## config.mk

```make
export PLATFORM = sky130hd
export DESIGN_NAME = tosm_cell
export DESIGN_NICKNAME = d
export VERILOG_FILES = /design/src/hdl/tosm_pkg.sv /design/src/hdl/tosm_cell.sv
export SDC_FILE = /design/constraint.sdc
export NUM_CORES = 1
export LEC_CHECK = 0
export ABC_CLOCK_PERIOD_IN_PS = 3950
export CORE_MARGIN = 3
export CORE_UTILIZATION = 50
export CTS_CLUSTER_DIAMETER = 60
export DETAILED_ROUTE_END_ITERATION = 8
export DONT_BUFFER_PORTS = 1
export GPL_ROUTABILITY_DRIVEN = 0
export SYNTH_ARGS = -nofsm -noshare
export SYNTH_HDL_FRONTEND = slang
export SYNTH_SLANG_ARGS = --single-unit
```

## constraint.sdc

```tcl
create_clock -name clock -period 3.95 [get_ports clock]
set_input_delay 0.5925 -clock clock [delete_from_list [all_inputs] [get_ports clock]]
set_output_delay 0.5925 -clock clock [all_outputs]
set_load 0.01 [all_outputs]
```

## src/hdl/tosm_pkg.sv

```systemverilog
`default_nettype none
package tosm_pkg;

   localparam int SOURCES        = 16;
   localparam int STAMP_BITS     = 48;
   localparam int IDX_BITS       = $clog2(SOURCES);

   localparam int REQ_BITS       = 2;
   localparam int SOURCE_BITS    = 4;
   localparam int IN_STAMP_BITS  = 48;
   localparam int TAG_BITS       = 32;
   localparam int BYTES_BITS     = 16;
   localparam int STATUS_BITS    = 2;
   localparam int OUT_STAMP_BITS = 48;
   localparam int COUNT_BITS     = 32;
   localparam int TOTAL_BITS     = 40;

   localparam logic [REQ_BITS-1:0] REQ_DELIVER = 2'd0;
   localparam logic [REQ_BITS-1:0] REQ_EXHAUST = 2'd1;
   localparam logic [REQ_BITS-1:0] REQ_READ    = 2'd2;

   localparam logic [STATUS_BITS-1:0] ST_EVENT   = 2'd0;
   localparam logic [STATUS_BITS-1:0] ST_EMPTY   = 2'd1;
   localparam logic [STATUS_BITS-1:0] ST_WAITING = 2'd2;

   typedef enum logic [1:0] {
      OP_NONE,
      OP_DELIVER,
      OP_EXHAUST,
      OP_TAKE
   } cell_op_type;

   // Command broadcast to every cell; only the addressed cell acts on it.
   typedef struct packed {
      cell_op_type             op;
      logic [IDX_BITS-1:0]     target;
      logic [STAMP_BITS-1:0]   stamp;
      logic [TAG_BITS-1:0]     tag;
      logic [BYTES_BITS-1:0]   bytes;
   } cell_cmd_type;

   // Running minimum handed from cell to cell.
   typedef struct packed {
      logic                    any;
      logic                    waiting;
      logic                    found;
      logic [IDX_BITS-1:0]     idx;
      logic [STAMP_BITS-1:0]   stamp;
      logic [TAG_BITS-1:0]     tag;
      logic [COUNT_BITS-1:0]   count;
      logic [TOTAL_BITS-1:0]   total;
   } scan_type;

endpackage
`default_nettype wire

```

## src/hdl/tosm_cell.sv

```systemverilog
`default_nettype none
module tosm_cell (
   input  wire logic                           clock,
   input  wire logic                           reset,
   input  wire logic [tosm_pkg::IDX_BITS-1:0]  idx,
   input  wire tosm_pkg::cell_cmd_type         cmd,
   input  wire tosm_pkg::scan_type             scan_prev,
   output tosm_pkg::scan_type                  scan_next
);

   logic                                active_ff;
   logic                                valid_ff;
   logic [tosm_pkg::STAMP_BITS-1:0]     stamp_ff;
   logic [tosm_pkg::TAG_BITS-1:0]       tag_ff;
   logic [tosm_pkg::COUNT_BITS-1:0]     count_ff;
   logic [tosm_pkg::TOTAL_BITS-1:0]     total_ff;
   tosm_pkg::scan_type                  scan_ff;
   tosm_pkg::scan_type                  scan_in;
   logic                                sel;
   logic [tosm_pkg::TOTAL_BITS:0]       sum;

   assign sel = (cmd.target == idx);
   assign sum = {1'b0, total_ff} + (tosm_pkg::TOTAL_BITS + 1)'(cmd.bytes);

   // Fold this source into the running minimum; a strict compare keeps lower index on ties.
   always_comb begin
      scan_in = scan_prev;
      if (active_ff) begin
         scan_in.any = 1'b1;
         if (!valid_ff) begin
            scan_in.waiting = 1'b1;
         end else if (!scan_prev.found || (stamp_ff < scan_prev.stamp)) begin
            scan_in.found = 1'b1;
            scan_in.idx   = idx;
            scan_in.stamp = stamp_ff;
            scan_in.tag   = tag_ff;
            scan_in.count = count_ff;
            scan_in.total = total_ff;
         end
      end
   end

   always_ff @(posedge clock) begin
      scan_ff <= scan_in;
   end

   assign scan_next = scan_ff;

   always_ff @(posedge clock) begin
      if (reset) begin
         active_ff <= 1'b0;
         valid_ff  <= 1'b0;
         count_ff  <= '0;
         total_ff  <= '0;
      end else if (sel) begin
         case (cmd.op)
            tosm_pkg::OP_DELIVER: begin
               active_ff <= 1'b1;
               valid_ff  <= 1'b1;
               // saturate the byte total
               total_ff  <= sum[tosm_pkg::TOTAL_BITS] ? '1 : sum[tosm_pkg::TOTAL_BITS-1:0];
            end
            tosm_pkg::OP_EXHAUST: begin
               active_ff <= 1'b0;
               valid_ff  <= 1'b0;
               count_ff  <= '0;
               total_ff  <= '0;
            end
            tosm_pkg::OP_TAKE: begin
               valid_ff <= 1'b0;
               count_ff <= count_ff + 1'b1;
            end
            default: begin
            end
         endcase
      end
   end

   always_ff @(posedge clock) begin
      if (sel && (cmd.op == tosm_pkg::OP_DELIVER)) begin
         stamp_ff <= cmd.stamp;
         tag_ff   <= cmd.tag;
      end
   end

endmodule
`default_nettype wire

```

==> results.py <==
metrics = {
    "power": {
        "p_leak_nw": 6.31,
        "vdd_drop_max_mv": 0.405,
        "p_per_area_mw_per_mm2": 427,
    },
    "place": {
        "post-place-ws_ns": 0.535,
        "dp_hpwl_um": 31100,
        "io_buffers": 0,
    },
    "run_status": {
        "status": "complete, no violations",
    },
    "sta": {
        "fmax_mhz": 312,
        "period_needed_ns": 3.21,
        "setup_viol": 0,
        "worst_slew_pin_slew_ns": 0.930,
        "hold_viol_final": 0,
        "maxSlewViolCount": 0,
        "slew_headroom": 0.378,
        "rsz0062_at_grt": "no",
        "fin_skew_ns": 0.0138,
        "fin_crit_sh": 0.812,
        "fin_ws_ns": 0.741,
        "fin_tns_setup_ns": 0,
    },
    "setup_path": {
        "reg2reg_depth": 8,
        "reg2reg_from": "stamp_ff[1]",
        "critPathKind": "reg -> reg",
        "worstSetupEndpointType": "flop",
        "required_ns": 4.35,
        "rrSetupSlack_ns": 0.74,
        "critical_path.cell_chain": "ha_1 > a2111oi_0 > o2bb2ai_1 > or4b_1 > a31o_4 > buf_12 > nand3_1 > nand4_1",
        "path_buf_inv": 1,
        "start_kind": "flop",
        "slowest_stage": "or4b_1",
        "crit_path_start": "stamp_ff[1]",
        "worst-path-stages": 8,
        "critPathArrivalTime_ns": 3.60,
        "slowest_delay_ns": 0.62,
        "cp_max_fo": 67,
        "cp_top_family": "compound AO/OA/AOI/OAI gates",
    },
    "finish": {
        "synthToLayoutAreaGrowth_pct": 8.66,
        "layout-drive-gt1-share": 0.0557,
        "fin_nets": 2050,
    },
    "clock_network": {
        "path_clk_slew_ns": 0.06,
        "cts_buffer_depth": 3,
        "cts_resized": 0,
        "cts_sinks": 313,
        "cts_buffers": 38,
        "cts_max_level": 2,
        "postCtsSetupBuffers": 0,
        "cts_hold_buf": 0,
        "cts_root_buf": "clkbuf_16",
        "tritoncts": "done",
        "clock_latency_ns": 0.53,
    },
    "yosys": {
        "synth.avg_cell_area_um2": 8.61,
        "yosysSeqAreaShare": 0.456,
        "synth_edf_count": 80,
        "synth_top_flop_cell": "dfxtp_1",
        "synthCells": 1797,
        "synth_nets": 2133,
        "synthDistinctLibCells": 64,
        "yosys_register_bits": 313,
        "yosysWarnings": 0,
        "syn_area_mm2": 0.0155,
        "synthArstFlopShare": 0,
    },
    "grt": {
        "grt_max_degree": 159,
        "grt_pass1_wl_um": 75000,
        "track_usage": 0.277,
        "antenna_found_initial": 7,
        "overflow": 0,
        "grt_pass1_vias": 13100,
    },
    "floorplan": {
        "die_y_um": 182,
        "fp.coreArea_mm2": 0.0301,
        "start_util": 0.514,
        "dieWidth_um": 182,
        "die-area_mm2": 0.0331,
        "ioPinCount": 426,
        "num_rows": 63,
    },
    "drt": {
        "wirelength_um": 47900,
        "viasPerCell": 6.46,
        "ant_nets": 0,
        "wl_per_cell_um": 22.4,
        "drc": 0,
        "drt-initial-drc-count": 1303,
        "vias": 13800,
        "dr.pass1.iters": 5,
    },
    "flow_run": {
        "max-cap-violations": 0,
    },
    "worst_hold_path": {
        "hold_path_depth": 1,
        "worstHoldStart": "reset",
        "holdCritPathClass": "in -> reg",
    },
}
## cell usage in the layout, fill, tap and decap left out, types with 3 or more instances in the layout
master and n:
o21bai_1 3, inv_1 61, or3_1 11, edfxtp_1 80, nand4_1 128, nand2b_1 3
nand3_1 490, diode_2 4, and2_1 4, a21oi_1 58, a21o_1 15, dfxtp_1 233
clkinv_2 10, o21a_1 6, clkbuf_16 41, xnor2_1 15, nand2_1 179, o21ai_0 38
a31oi_1 12, nor2_1 61, a311oi_1 10, buf_4 9, nor4_1 6, buf_12 10
nor3_1 16, ha_1 68, o211ai_1 4, clkbuf_1 9, xor2_1 20, a22o_1 3
a211oi_1 6, nor2b_1 4, a32oi_1 49, clkinv_1 3, or2_2 5, and3_1 17
a221o_1 3, and2_4 3
## logic make-up after synthesis
| logic type | share of synthesized area |
|---|---|
| and+or+nand+nor | 0.305 |
| DFF | 0.456 |
| AOI/OAI and AO/OA | 0.103 |
| buffers and inverters | 0.0579 |
| adders and majority gates | 0.0563 |
| xor gates and xnor gates | 0.0198 |
| muxes | 0.00129 |
## flip-flops by register name, summed over array words and instances, names as in the netlist
signal and flops:
count_ff 32, tag_ff 32, stamp_ff 48, total_ff 40, valid_ff 1, scan_next 159, active_ff 1
## worst paths after layout
| kind | to |
|---|---|
| min reg2reg | total_ff[10] |
| max reg2reg | scan_next[10] |
| min | total_ff[37] |
| max | scan_next[10] |
## metrics by stage
step,utilization,instances,hold WS [ns],total power [mW],area (um^2)
floorplan,-,1797,0.448,3.81,15500
global placement,0.519,2064,0.467,3.88,15600
detailed placement,0.519,2064,0.479,3.89,15600
CTS,0.558,2133,0.108,7.23,16800
global route,0.559,2136,0.108,7.42,16800
finish,0.559,2137,0.133,7.18,16800
## worst reg2reg max path, cell delays in order, from the launching register on
cell and delay [ns]:
edfxtp_1 0.43, ha_1 0.29, a2111oi_0 0.55, o2bb2ai_1 0.14, or4b_1 0.62, a31o_4 0.45
buf_12 0.31, nand3_1 0.18, nand4_1 0.10
## cell usage after synthesis, drive strengths merged (3+ instances only)
| cell type | instances | area, um^2 |
|---|---|---|
| nand3 | 490 | 2450 |
| dfxtp | 233 | 4660 |
| nand2 | 179 | 672 |
| nand4 | 129 | 822 |
| clkbuf | 93 | 350 |
| edfxtp | 80 | 2400 |
| ha | 68 | 851 |
| inv | 62 | 233 |
| nor2 | 61 | 229 |
| a21oi | 58 | 290 |
| a32oi | 49 | 429 |
| buf | 49 | 314 |
| o21ai | 39 | 195 |
| xor2 | 20 | 175 |
| and3 | 17 | 106 |
| nor3 | 17 | 90.1 |
| a21o | 15 | 113 |
| xnor2 | 15 | 131 |
| a31oi | 13 | 87.6 |
| or3 | 13 | 83.8 |
| a311oi | 10 | 87.6 |
| and2 | 7 | 43.8 |
| nor4 | 7 | 50.1 |
| a211oi | 6 | 45.0 |
| o21a | 6 | 45.0 |
| or2 | 5 | 31.3 |
| nor2b | 4 | 25.0 |
| o211ai | 4 | 30.0 |
| o21bai | 4 | 30.0 |
| a221o | 3 | 30.0 |
| a22o | 3 | 26.3 |
| and4 | 3 | 28.8 |
| nand2b | 3 | 18.8 |
| or4 | 3 | 26.3 |
## report_power, final
| group | switching, mW | internal [mW] | leakage [nW] |
|---|---|---|---|
| logic | 0.177 | 0.131 | 3.06 |
| clock network | 1.38 | 1.98 | 0.590 |
| registers | 0.112 | 3.40 | 2.66 |
| total | 1.67 | 5.51 | 6.31 |
## layer usage
layer,vias to the layer above,part of all wire,track usage
met5,-,0.00094,0
met4,8,0.030,0.0905
met3,99,0.10,0.0970
met2,599,0.45,0.433
met1,6605,0.41,0.360
li1,6495,-,-
## area by class of cell
cell class | count | area [um^2]
Fill cell | 2643 | 13300
Antenna cell | 4 | 10.0
Inverter | 62 | 235
Tap cell | 390 | 488
Multi-Input combinational cell | 1280 | 7560
Sequential cell | 313 | 7070
Clock buffer | 51 | 1070
Clock inverter | 18 | 124
Timing Repair Buffer | 19 | 268
Note: power is estimated with default switching activity, not from simulation.
