$ cat src/hdl/tosm_pkg.sv
`default_nettype none
package tosm_pkg;

   localparam int SOURCES        = 16;
   localparam int STAMP_BITS     = 48;
   localparam int IDX_BITS       = $clog2(SOURCES);

   localparam int REQ_BITS       = 2;
   localparam int SOURCE_BITS    = 4;
   localparam int IN_STAMP_BITS  = 48;
   localparam int TAG_BITS       = 32;
   localparam int BYTES_BITS     = 16;
   localparam int STATUS_BITS    = 2;
   localparam int OUT_STAMP_BITS = 48;
   localparam int COUNT_BITS     = 32;
   localparam int TOTAL_BITS     = 40;

   localparam logic [REQ_BITS-1:0] REQ_DELIVER = 2'd0;
   localparam logic [REQ_BITS-1:0] REQ_EXHAUST = 2'd1;
   localparam logic [REQ_BITS-1:0] REQ_READ    = 2'd2;

   localparam logic [STATUS_BITS-1:0] ST_EVENT   = 2'd0;
   localparam logic [STATUS_BITS-1:0] ST_EMPTY   = 2'd1;
   localparam logic [STATUS_BITS-1:0] ST_WAITING = 2'd2;

   typedef enum logic [1:0] {
      OP_NONE,
      OP_DELIVER,
      OP_EXHAUST,
      OP_TAKE
   } cell_op_type;

   // Command broadcast to every cell; only the addressed cell acts on it.
   typedef struct packed {
      cell_op_type             op;
      logic [IDX_BITS-1:0]     target;
      logic [STAMP_BITS-1:0]   stamp;
      logic [TAG_BITS-1:0]     tag;
      logic [BYTES_BITS-1:0]   bytes;
   } cell_cmd_type;

   // Running minimum handed from cell to cell.
   typedef struct packed {
      logic                    any;
      logic                    waiting;
      logic                    found;
      logic [IDX_BITS-1:0]     idx;
      logic [STAMP_BITS-1:0]   stamp;
      logic [TAG_BITS-1:0]     tag;
      logic [COUNT_BITS-1:0]   count;
      logic [TOTAL_BITS-1:0]   total;
   } scan_type;

endpackage
`default_nettype wire

$ cat src/hdl/tosm_if.sv
`default_nettype none
interface tosm_req_if;
   logic                                valid;
   logic                                ready;
   logic [tosm_pkg::REQ_BITS-1:0]       req_type;
   logic [tosm_pkg::SOURCE_BITS-1:0]    source_id;
   logic [tosm_pkg::IN_STAMP_BITS-1:0]  stamp;
   logic [tosm_pkg::TAG_BITS-1:0]       tag;
   logic [tosm_pkg::BYTES_BITS-1:0]     byte_count;

   modport source (output valid, req_type, source_id, stamp, tag, byte_count, input ready);
   modport sink   (input valid, req_type, source_id, stamp, tag, byte_count, output ready);
endinterface

interface tosm_rsp_if;
   logic                                valid;
   logic                                ready;
   logic [tosm_pkg::STATUS_BITS-1:0]    status;
   logic [tosm_pkg::SOURCE_BITS-1:0]    winner;
   logic [tosm_pkg::OUT_STAMP_BITS-1:0] out_stamp;
   logic [tosm_pkg::TAG_BITS-1:0]       out_tag;
   logic [tosm_pkg::COUNT_BITS-1:0]     events_taken;
   logic [tosm_pkg::TOTAL_BITS-1:0]     bytes_total;

   modport source (output valid, status, winner, out_stamp, out_tag, events_taken,
                   bytes_total, input ready);
   modport sink   (input valid, status, winner, out_stamp, out_tag, events_taken,
                   bytes_total, output ready);
endinterface
`default_nettype wire

$ cat src/hdl/tosm_ctrl.sv
`default_nettype none
module tosm_ctrl (
   input  wire logic                 clock,
   input  wire logic                 reset,
   tosm_req_if.sink                  req_ch,
   tosm_rsp_if.source                rsp_ch,
   input  wire tosm_pkg::scan_type   scan_final,
   output tosm_pkg::cell_cmd_type    cmd
);

   typedef enum logic {
      S_IDLE,
      S_SCAN
   } state_type;

   state_type                             state_ff;
   logic [tosm_pkg::IDX_BITS-1:0]         count_ff;
   logic                                  rsp_valid_ff;
   logic [tosm_pkg::STATUS_BITS-1:0]      status_ff;
   logic [tosm_pkg::SOURCE_BITS-1:0]      winner_ff;
   logic [tosm_pkg::OUT_STAMP_BITS-1:0]   stamp_ff;
   logic [tosm_pkg::TAG_BITS-1:0]         tag_ff;
   logic [tosm_pkg::COUNT_BITS-1:0]       events_ff;
   logic [tosm_pkg::TOTAL_BITS-1:0]       total_ff;

   logic                                  accept;
   logic                                  in_range;
   logic                                  scan_done;
   logic                                  out_free;
   logic                                  finish;
   logic [tosm_pkg::STATUS_BITS-1:0]      status_in;

   assign req_ch.ready = (state_ff == S_IDLE);
   assign accept       = req_ch.valid && req_ch.ready;
   assign in_range     = (32'(req_ch.source_id) < tosm_pkg::SOURCES);
   // the scan wave has passed the last cell once the count reaches the end of the row
   assign scan_done    = (count_ff == tosm_pkg::IDX_BITS'(tosm_pkg::SOURCES - 1));
   assign out_free     = !rsp_valid_ff || rsp_ch.ready;
   assign finish       = (state_ff == S_SCAN) && scan_done && out_free;

   always_comb begin
      if (scan_final.waiting) begin
         status_in = tosm_pkg::ST_WAITING;
      end else if (!scan_final.any) begin
         status_in = tosm_pkg::ST_EMPTY;
      end else begin
         status_in = tosm_pkg::ST_EVENT;
      end
   end

   always_comb begin
      cmd.op     = tosm_pkg::OP_NONE;
      cmd.target = tosm_pkg::IDX_BITS'(req_ch.source_id);
      cmd.stamp  = tosm_pkg::STAMP_BITS'(req_ch.stamp);
      cmd.tag    = req_ch.tag;
      cmd.bytes  = req_ch.byte_count;
      if (accept && in_range && (req_ch.req_type == tosm_pkg::REQ_DELIVER)) begin
         cmd.op = tosm_pkg::OP_DELIVER;
      end else if (accept && in_range && (req_ch.req_type == tosm_pkg::REQ_EXHAUST)) begin
         cmd.op = tosm_pkg::OP_EXHAUST;
      end else if (finish && (status_in == tosm_pkg::ST_EVENT)) begin
         cmd.op     = tosm_pkg::OP_TAKE;
         cmd.target = scan_final.idx;
      end
   end

   always_ff @(posedge clock) begin
      if (reset) begin
         state_ff     <= S_IDLE;
         count_ff     <= '0;
         rsp_valid_ff <= 1'b0;
      end else begin
         if (rsp_ch.ready && !finish) begin
            rsp_valid_ff <= 1'b0;
         end
         case (state_ff)
            S_IDLE: begin
               count_ff <= '0;
               if (accept && (req_ch.req_type == tosm_pkg::REQ_READ)) begin
                  state_ff <= S_SCAN;
               end
            end
            S_SCAN: begin
               if (!scan_done) begin
                  count_ff <= count_ff + 1'b1;
               end else if (out_free) begin
                  state_ff     <= S_IDLE;
                  rsp_valid_ff <= 1'b1;
                  status_ff    <= status_in;
                  if (status_in == tosm_pkg::ST_EVENT) begin
                     winner_ff <= tosm_pkg::SOURCE_BITS'(scan_final.idx);
                     stamp_ff  <= tosm_pkg::OUT_STAMP_BITS'(scan_final.stamp);
                     tag_ff    <= scan_final.tag;
                     events_ff <= scan_final.count + 1'b1;
                     total_ff  <= scan_final.total;
                  end else begin
                     winner_ff <= '0;
                     stamp_ff  <= '0;
                     tag_ff    <= '0;
                     events_ff <= '0;
                     total_ff  <= '0;
                  end
               end
            end
            default: begin
               state_ff <= S_IDLE;
            end
         endcase
      end
   end

   assign rsp_ch.valid        = rsp_valid_ff;
   assign rsp_ch.status       = status_ff;
   assign rsp_ch.winner       = winner_ff;
   assign rsp_ch.out_stamp    = stamp_ff;
   assign rsp_ch.out_tag      = tag_ff;
   assign rsp_ch.events_taken = events_ff;
   assign rsp_ch.bytes_total  = total_ff;

endmodule
`default_nettype wire

$ cat src/flat_wrapper.sv
// flat-port wrapper written by rule: the top's interface ports become plain ports
module tosm_ctrl_flat 
  (clock, reset, scan_final, cmd, req_ch_valid, req_ch_req_type, req_ch_source_id, req_ch_stamp, req_ch_tag, req_ch_byte_count, req_ch_ready, rsp_ch_valid, rsp_ch_status, rsp_ch_winner, rsp_ch_out_stamp, rsp_ch_out_tag, rsp_ch_events_taken, rsp_ch_bytes_total, rsp_ch_ready);
  tosm_req_if req_ch_i ();
  tosm_rsp_if rsp_ch_i ();
  input  wire logic clock;
  input  wire logic reset;
  input  wire tosm_pkg::scan_type scan_final;
  output tosm_pkg::cell_cmd_type cmd;
  input wire logic [$bits(req_ch_i.valid)-1:0] req_ch_valid;
  input wire logic [$bits(req_ch_i.req_type)-1:0] req_ch_req_type;
  input wire logic [$bits(req_ch_i.source_id)-1:0] req_ch_source_id;
  input wire logic [$bits(req_ch_i.stamp)-1:0] req_ch_stamp;
  input wire logic [$bits(req_ch_i.tag)-1:0] req_ch_tag;
  input wire logic [$bits(req_ch_i.byte_count)-1:0] req_ch_byte_count;
  output wire logic [$bits(req_ch_i.ready)-1:0] req_ch_ready;
  output wire logic [$bits(rsp_ch_i.valid)-1:0] rsp_ch_valid;
  output wire logic [$bits(rsp_ch_i.status)-1:0] rsp_ch_status;
  output wire logic [$bits(rsp_ch_i.winner)-1:0] rsp_ch_winner;
  output wire logic [$bits(rsp_ch_i.out_stamp)-1:0] rsp_ch_out_stamp;
  output wire logic [$bits(rsp_ch_i.out_tag)-1:0] rsp_ch_out_tag;
  output wire logic [$bits(rsp_ch_i.events_taken)-1:0] rsp_ch_events_taken;
  output wire logic [$bits(rsp_ch_i.bytes_total)-1:0] rsp_ch_bytes_total;
  input wire logic [$bits(rsp_ch_i.ready)-1:0] rsp_ch_ready;
  assign req_ch_i.valid = req_ch_valid;
  assign req_ch_i.req_type = req_ch_req_type;
  assign req_ch_i.source_id = req_ch_source_id;
  assign req_ch_i.stamp = req_ch_stamp;
  assign req_ch_i.tag = req_ch_tag;
  assign req_ch_i.byte_count = req_ch_byte_count;
  assign req_ch_ready = req_ch_i.ready;
  assign rsp_ch_valid = rsp_ch_i.valid;
  assign rsp_ch_status = rsp_ch_i.status;
  assign rsp_ch_winner = rsp_ch_i.winner;
  assign rsp_ch_out_stamp = rsp_ch_i.out_stamp;
  assign rsp_ch_out_tag = rsp_ch_i.out_tag;
  assign rsp_ch_events_taken = rsp_ch_i.events_taken;
  assign rsp_ch_bytes_total = rsp_ch_i.bytes_total;
  assign rsp_ch_i.ready = rsp_ch_ready;
  tosm_ctrl u_core (.clock(clock), .reset(reset), .req_ch(req_ch_i), .rsp_ch(rsp_ch_i), .scan_final(scan_final), .cmd(cmd));
endmodule
$ cat config.mk
export PLATFORM = sky130hd
export DESIGN_NAME = tosm_ctrl_flat
export DESIGN_NICKNAME = d
export VERILOG_FILES = /design/src/hdl/tosm_pkg.sv /design/src/hdl/tosm_if.sv /design/src/hdl/tosm_ctrl.sv /design/src/flat_wrapper.sv
export SDC_FILE = /design/constraint.sdc
export NUM_CORES = 1
export LEC_CHECK = 0
export ABC_AREA = 0
export CAP_MARGIN = 20
export CORE_AREA = 4 4 202 204
export CTS_BUF_LIST = sky130_fd_sc_hd__clkbuf_4 sky130_fd_sc_hd__clkbuf_8
export DETAILED_ROUTE_END_ITERATION = 8
export DIE_AREA = 0 0 206 208
export DONT_BUFFER_PORTS = 1
export PLACE_DENSITY = 0.39
export SLEW_MARGIN = 20
export SYNTH_ARGS = -nofsm -noshare
export SYNTH_HDL_FRONTEND = slang
export SYNTH_SLANG_ARGS = --single-unit
$ cat constraint.sdc
create_clock -name clock -period 9.3 [get_ports clock]
set_input_delay 1.395 -clock clock [delete_from_list [all_inputs] [get_ports clock]]
set_output_delay 1.395 -clock clock [all_outputs]
set_load 0.03 [all_outputs]
==> out/results.ini <==
[logic_synthesis]
synth_area_um2=7530
synth_warnings=0
ys_seq_area_frac=0.646
synth_top_cell_by_area=edfxtp_1
yosysUniqueCellTypes=36
synth_nets=845
synthTopCellsByArea=edfxtp_1, and2_1, buf_4
synth_top_area_share=0.630
ys_seq_elements=164
synth.avg_cell_area_um2=13.0
syn_inst=578

[finish]
final_common_cell=edfxtp_1
fin_cells=1017
final_cell_mix=edfxtp_1, and2_1, nor2_1
regArea_um2=4860
multi_input_area_um2=1830
diodes=0
final_nets=747
fillers=4223
post_route_cells_drive_above_1_share=0.0894
post-route-util=0.197
synthToLayoutAreaGrowth_pct=2.91

[setup_path]
critical_path_buf_inv_count=0
crit_chain=or2b_2 -> nor3_1 -> mux2_2
r2r_end=u_core.rsp_ch.events_taken[28]$_SDFFCE_PP0P_
critPathLaunchType=input port
crit_slowest_cell=nor3_1
crit_required_ps=7910
crit_type=in2out
arrival_ps=3380
r2r_start=u_core.count_ff[1]$_SDFFE_PP0P_
max_stage_delay_ps=940
cp_top_family=simple AND/OR/NAND/NOR gates
cp-end-kind=output port
worst_r2r_path_depth=5
r2r_setup_slack_ps=6800
critical_path.max_fanout=30

[floorplan]
die_h_um=208
coreArea_um2=39300
row_count=73
initial_core_util=0.192
io_pins=527
die_w_um=206
dieArea_um2=42800

[cts]
htree_levels=4
cts.sinks=164
worst_skew_pair.late_latency_ps=480
post_cts_buffers=0
cts_root_buf=clkbuf_8
cts_buffer_depth=2
ctsResizeCount=0
hold_buffers=0
cts_buffers=17
cts_tree=yes
clk_pin_slew_ps=100

[pwr]
p_total_mw=1.33
p_int_mw=1.01
switching_share=0.235
p_leak_nw=2.06
pwr-share-seq=0.608
power_density_nw_per_um2=171
clockPowerShare=0.357
comb_power_share=0.036
ir_worst_vdd_v=0.0000661
power.switching_uw=312

[drt]
antenna_left=0
routedWlPerCell_um=22.5
drt_wl_total_mm=22.9
viasPerCell=3.92
drt_iter0_drc=250
drt-pass1-iter-count=4
route.detailed.drc=0
vias=3991

[sta]
setup_violations=0
maxSlewViolCount=0
rsz0062_at_grt=false
min_period_ps=4780
timing.final.ws_setup_ps=4520
post-route-period-util=0.514
fmaxAchievable_mhz=209
fin_skew_ps=20.6
finalHoldViolations=0
setup_tns_ps=0
worstMarginPinSlew_ps=1170
relSlewSlack=0.221

[place]
hpwlAfterDp_mm=17.7
place_ws_ps=4560
io_buffers=0
dp.cells=986
gp_congestion=0.802

[grt]
antenna_found_initial=0
grt_pass1_wl_mm=30.4
grt_overflow=0
first_global_vias=3918
grt_usage=0.100
grt_start_max_net_pins=159

[worst_hold_path]
hold_path_end=u_core.rsp_ch.valid$_SDFF_PP0_
worstHoldPathType=reg2reg
min_path_cells=2
hp-start=u_core.state_ff$_SDFF_PP0_

[status]
status=completed

[job]
cap_violations=0

registers in the layout, indices dropped and copies added, names as in the netlist:
register	count
u_core.rsp_ch.out_stamp	48
u_core.rsp_ch.winner	4
u_core.rsp_ch.valid	1
u_core.rsp_ch.out_tag	32
u_core.state_ff	1
u_core.count_ff	4
u_core.rsp_ch.status	2
u_core.rsp_ch.bytes_total	40
u_core.rsp_ch.events_taken	32
synth_stat cells:
master / n
edfxtp_1: 158
and2_1: 127
buf_4: 96
nor2_1: 23
clkbuf_1: 19
a21oi_1: 17
nand2_1: 17
nand3_1: 14
or4_1: 12
o31ai_1: 11
nand4_1: 9
xor2_1: 8
and4_1: 6
dfxtp_1: 6
inv_1: 6
nor4_1: 6
nand2b_1: 5
xnor2_1: 5
mux2_2: 4
mux2i_1: 3
o21ai_0: 3
or3_1: 3
a41o_1: 2
buf_2: 2
buf_6: 2
ha_1: 2
nand4_2: 2
nor3_1: 2
a211oi_1: 1
a31o_2: 1
a31oi_1: 1
and3_2: 1
and4_2: 1
nor2b_1: 1
o21bai_1: 1
or2b_2: 1
per-stage QoR:
stage                     hold WS [ps]  area [µm²]
final                              533        7750
after floorplan                    483        7530
after global placement             505        7400
after detailed placement           526        7400
after global routing               555        7750
after CTS                          543        7750
power groups by stage:
stage / Clock, mW / Sequential [mW] / Combinational [mW]
finish: 0.473 / 0.805 / 0.0474
global route: 0.531 / 0.805 / 0.0536
CTS: 0.504 / 0.805 / 0.0490
detailed placement: 0 / 0.822 / 0.0487
global placement: 0 / 0.822 / 0.0475
floorplan: 0 / 0.822 / 0.117
routing by layer:
metal,track usage,part of all wire
met5,0,0
met1,0.0842,0.30
met4,0.0700,0.056
met2,0.187,0.54
met3,0.0415,0.10
logic make-up (layout without fill, tap and decap cells):
group           Yosys count  in the layout  share of synthesized area
compound gates           37             37                     0.0309
xor+xnor                 13             13                     0.0151
fa+ha+maj                 2              2                    0.00332
buf+inv                 125             39                      0.113
flops                   164            164                      0.646
mux                       7              7                    0.00997
simple gates            230            230                      0.182
worst max-delay path by stage:
stage	to	depth (start not counted)	slack (ps)	startpoint
after global routing	cmd[96]	3	4490	scan_final[158]
after floorplan	u_core.rsp_ch.bytes_total[0]$_SDFFCE_PP0P_	3	450	rsp_ch_ready
after detailed placement	cmd[96]	3	4560	scan_final[158]
final	cmd[96]	3	4520	scan_final[158]
after global placement	cmd[98]	3	4620	scan_final[158]
after CTS	cmd[96]	3	4560	scan_final[158]
area by class of cell:
type                    instances  share of cell area
well taps                     525              0.0848
clock buffers                  18              0.0312
clock inverters                13              0.0132
multi-input cells             289               0.236
flip-flops and latches        164               0.628
inverters                       6             0.00291
repair buffers                  2             0.00355
worst min-delay path, stage by stage (launching register included):
cell,delay (ps)
dfxtp_1,350
nand4_1,100
a21oi_1,60
(Power assumes the default switching activity.)
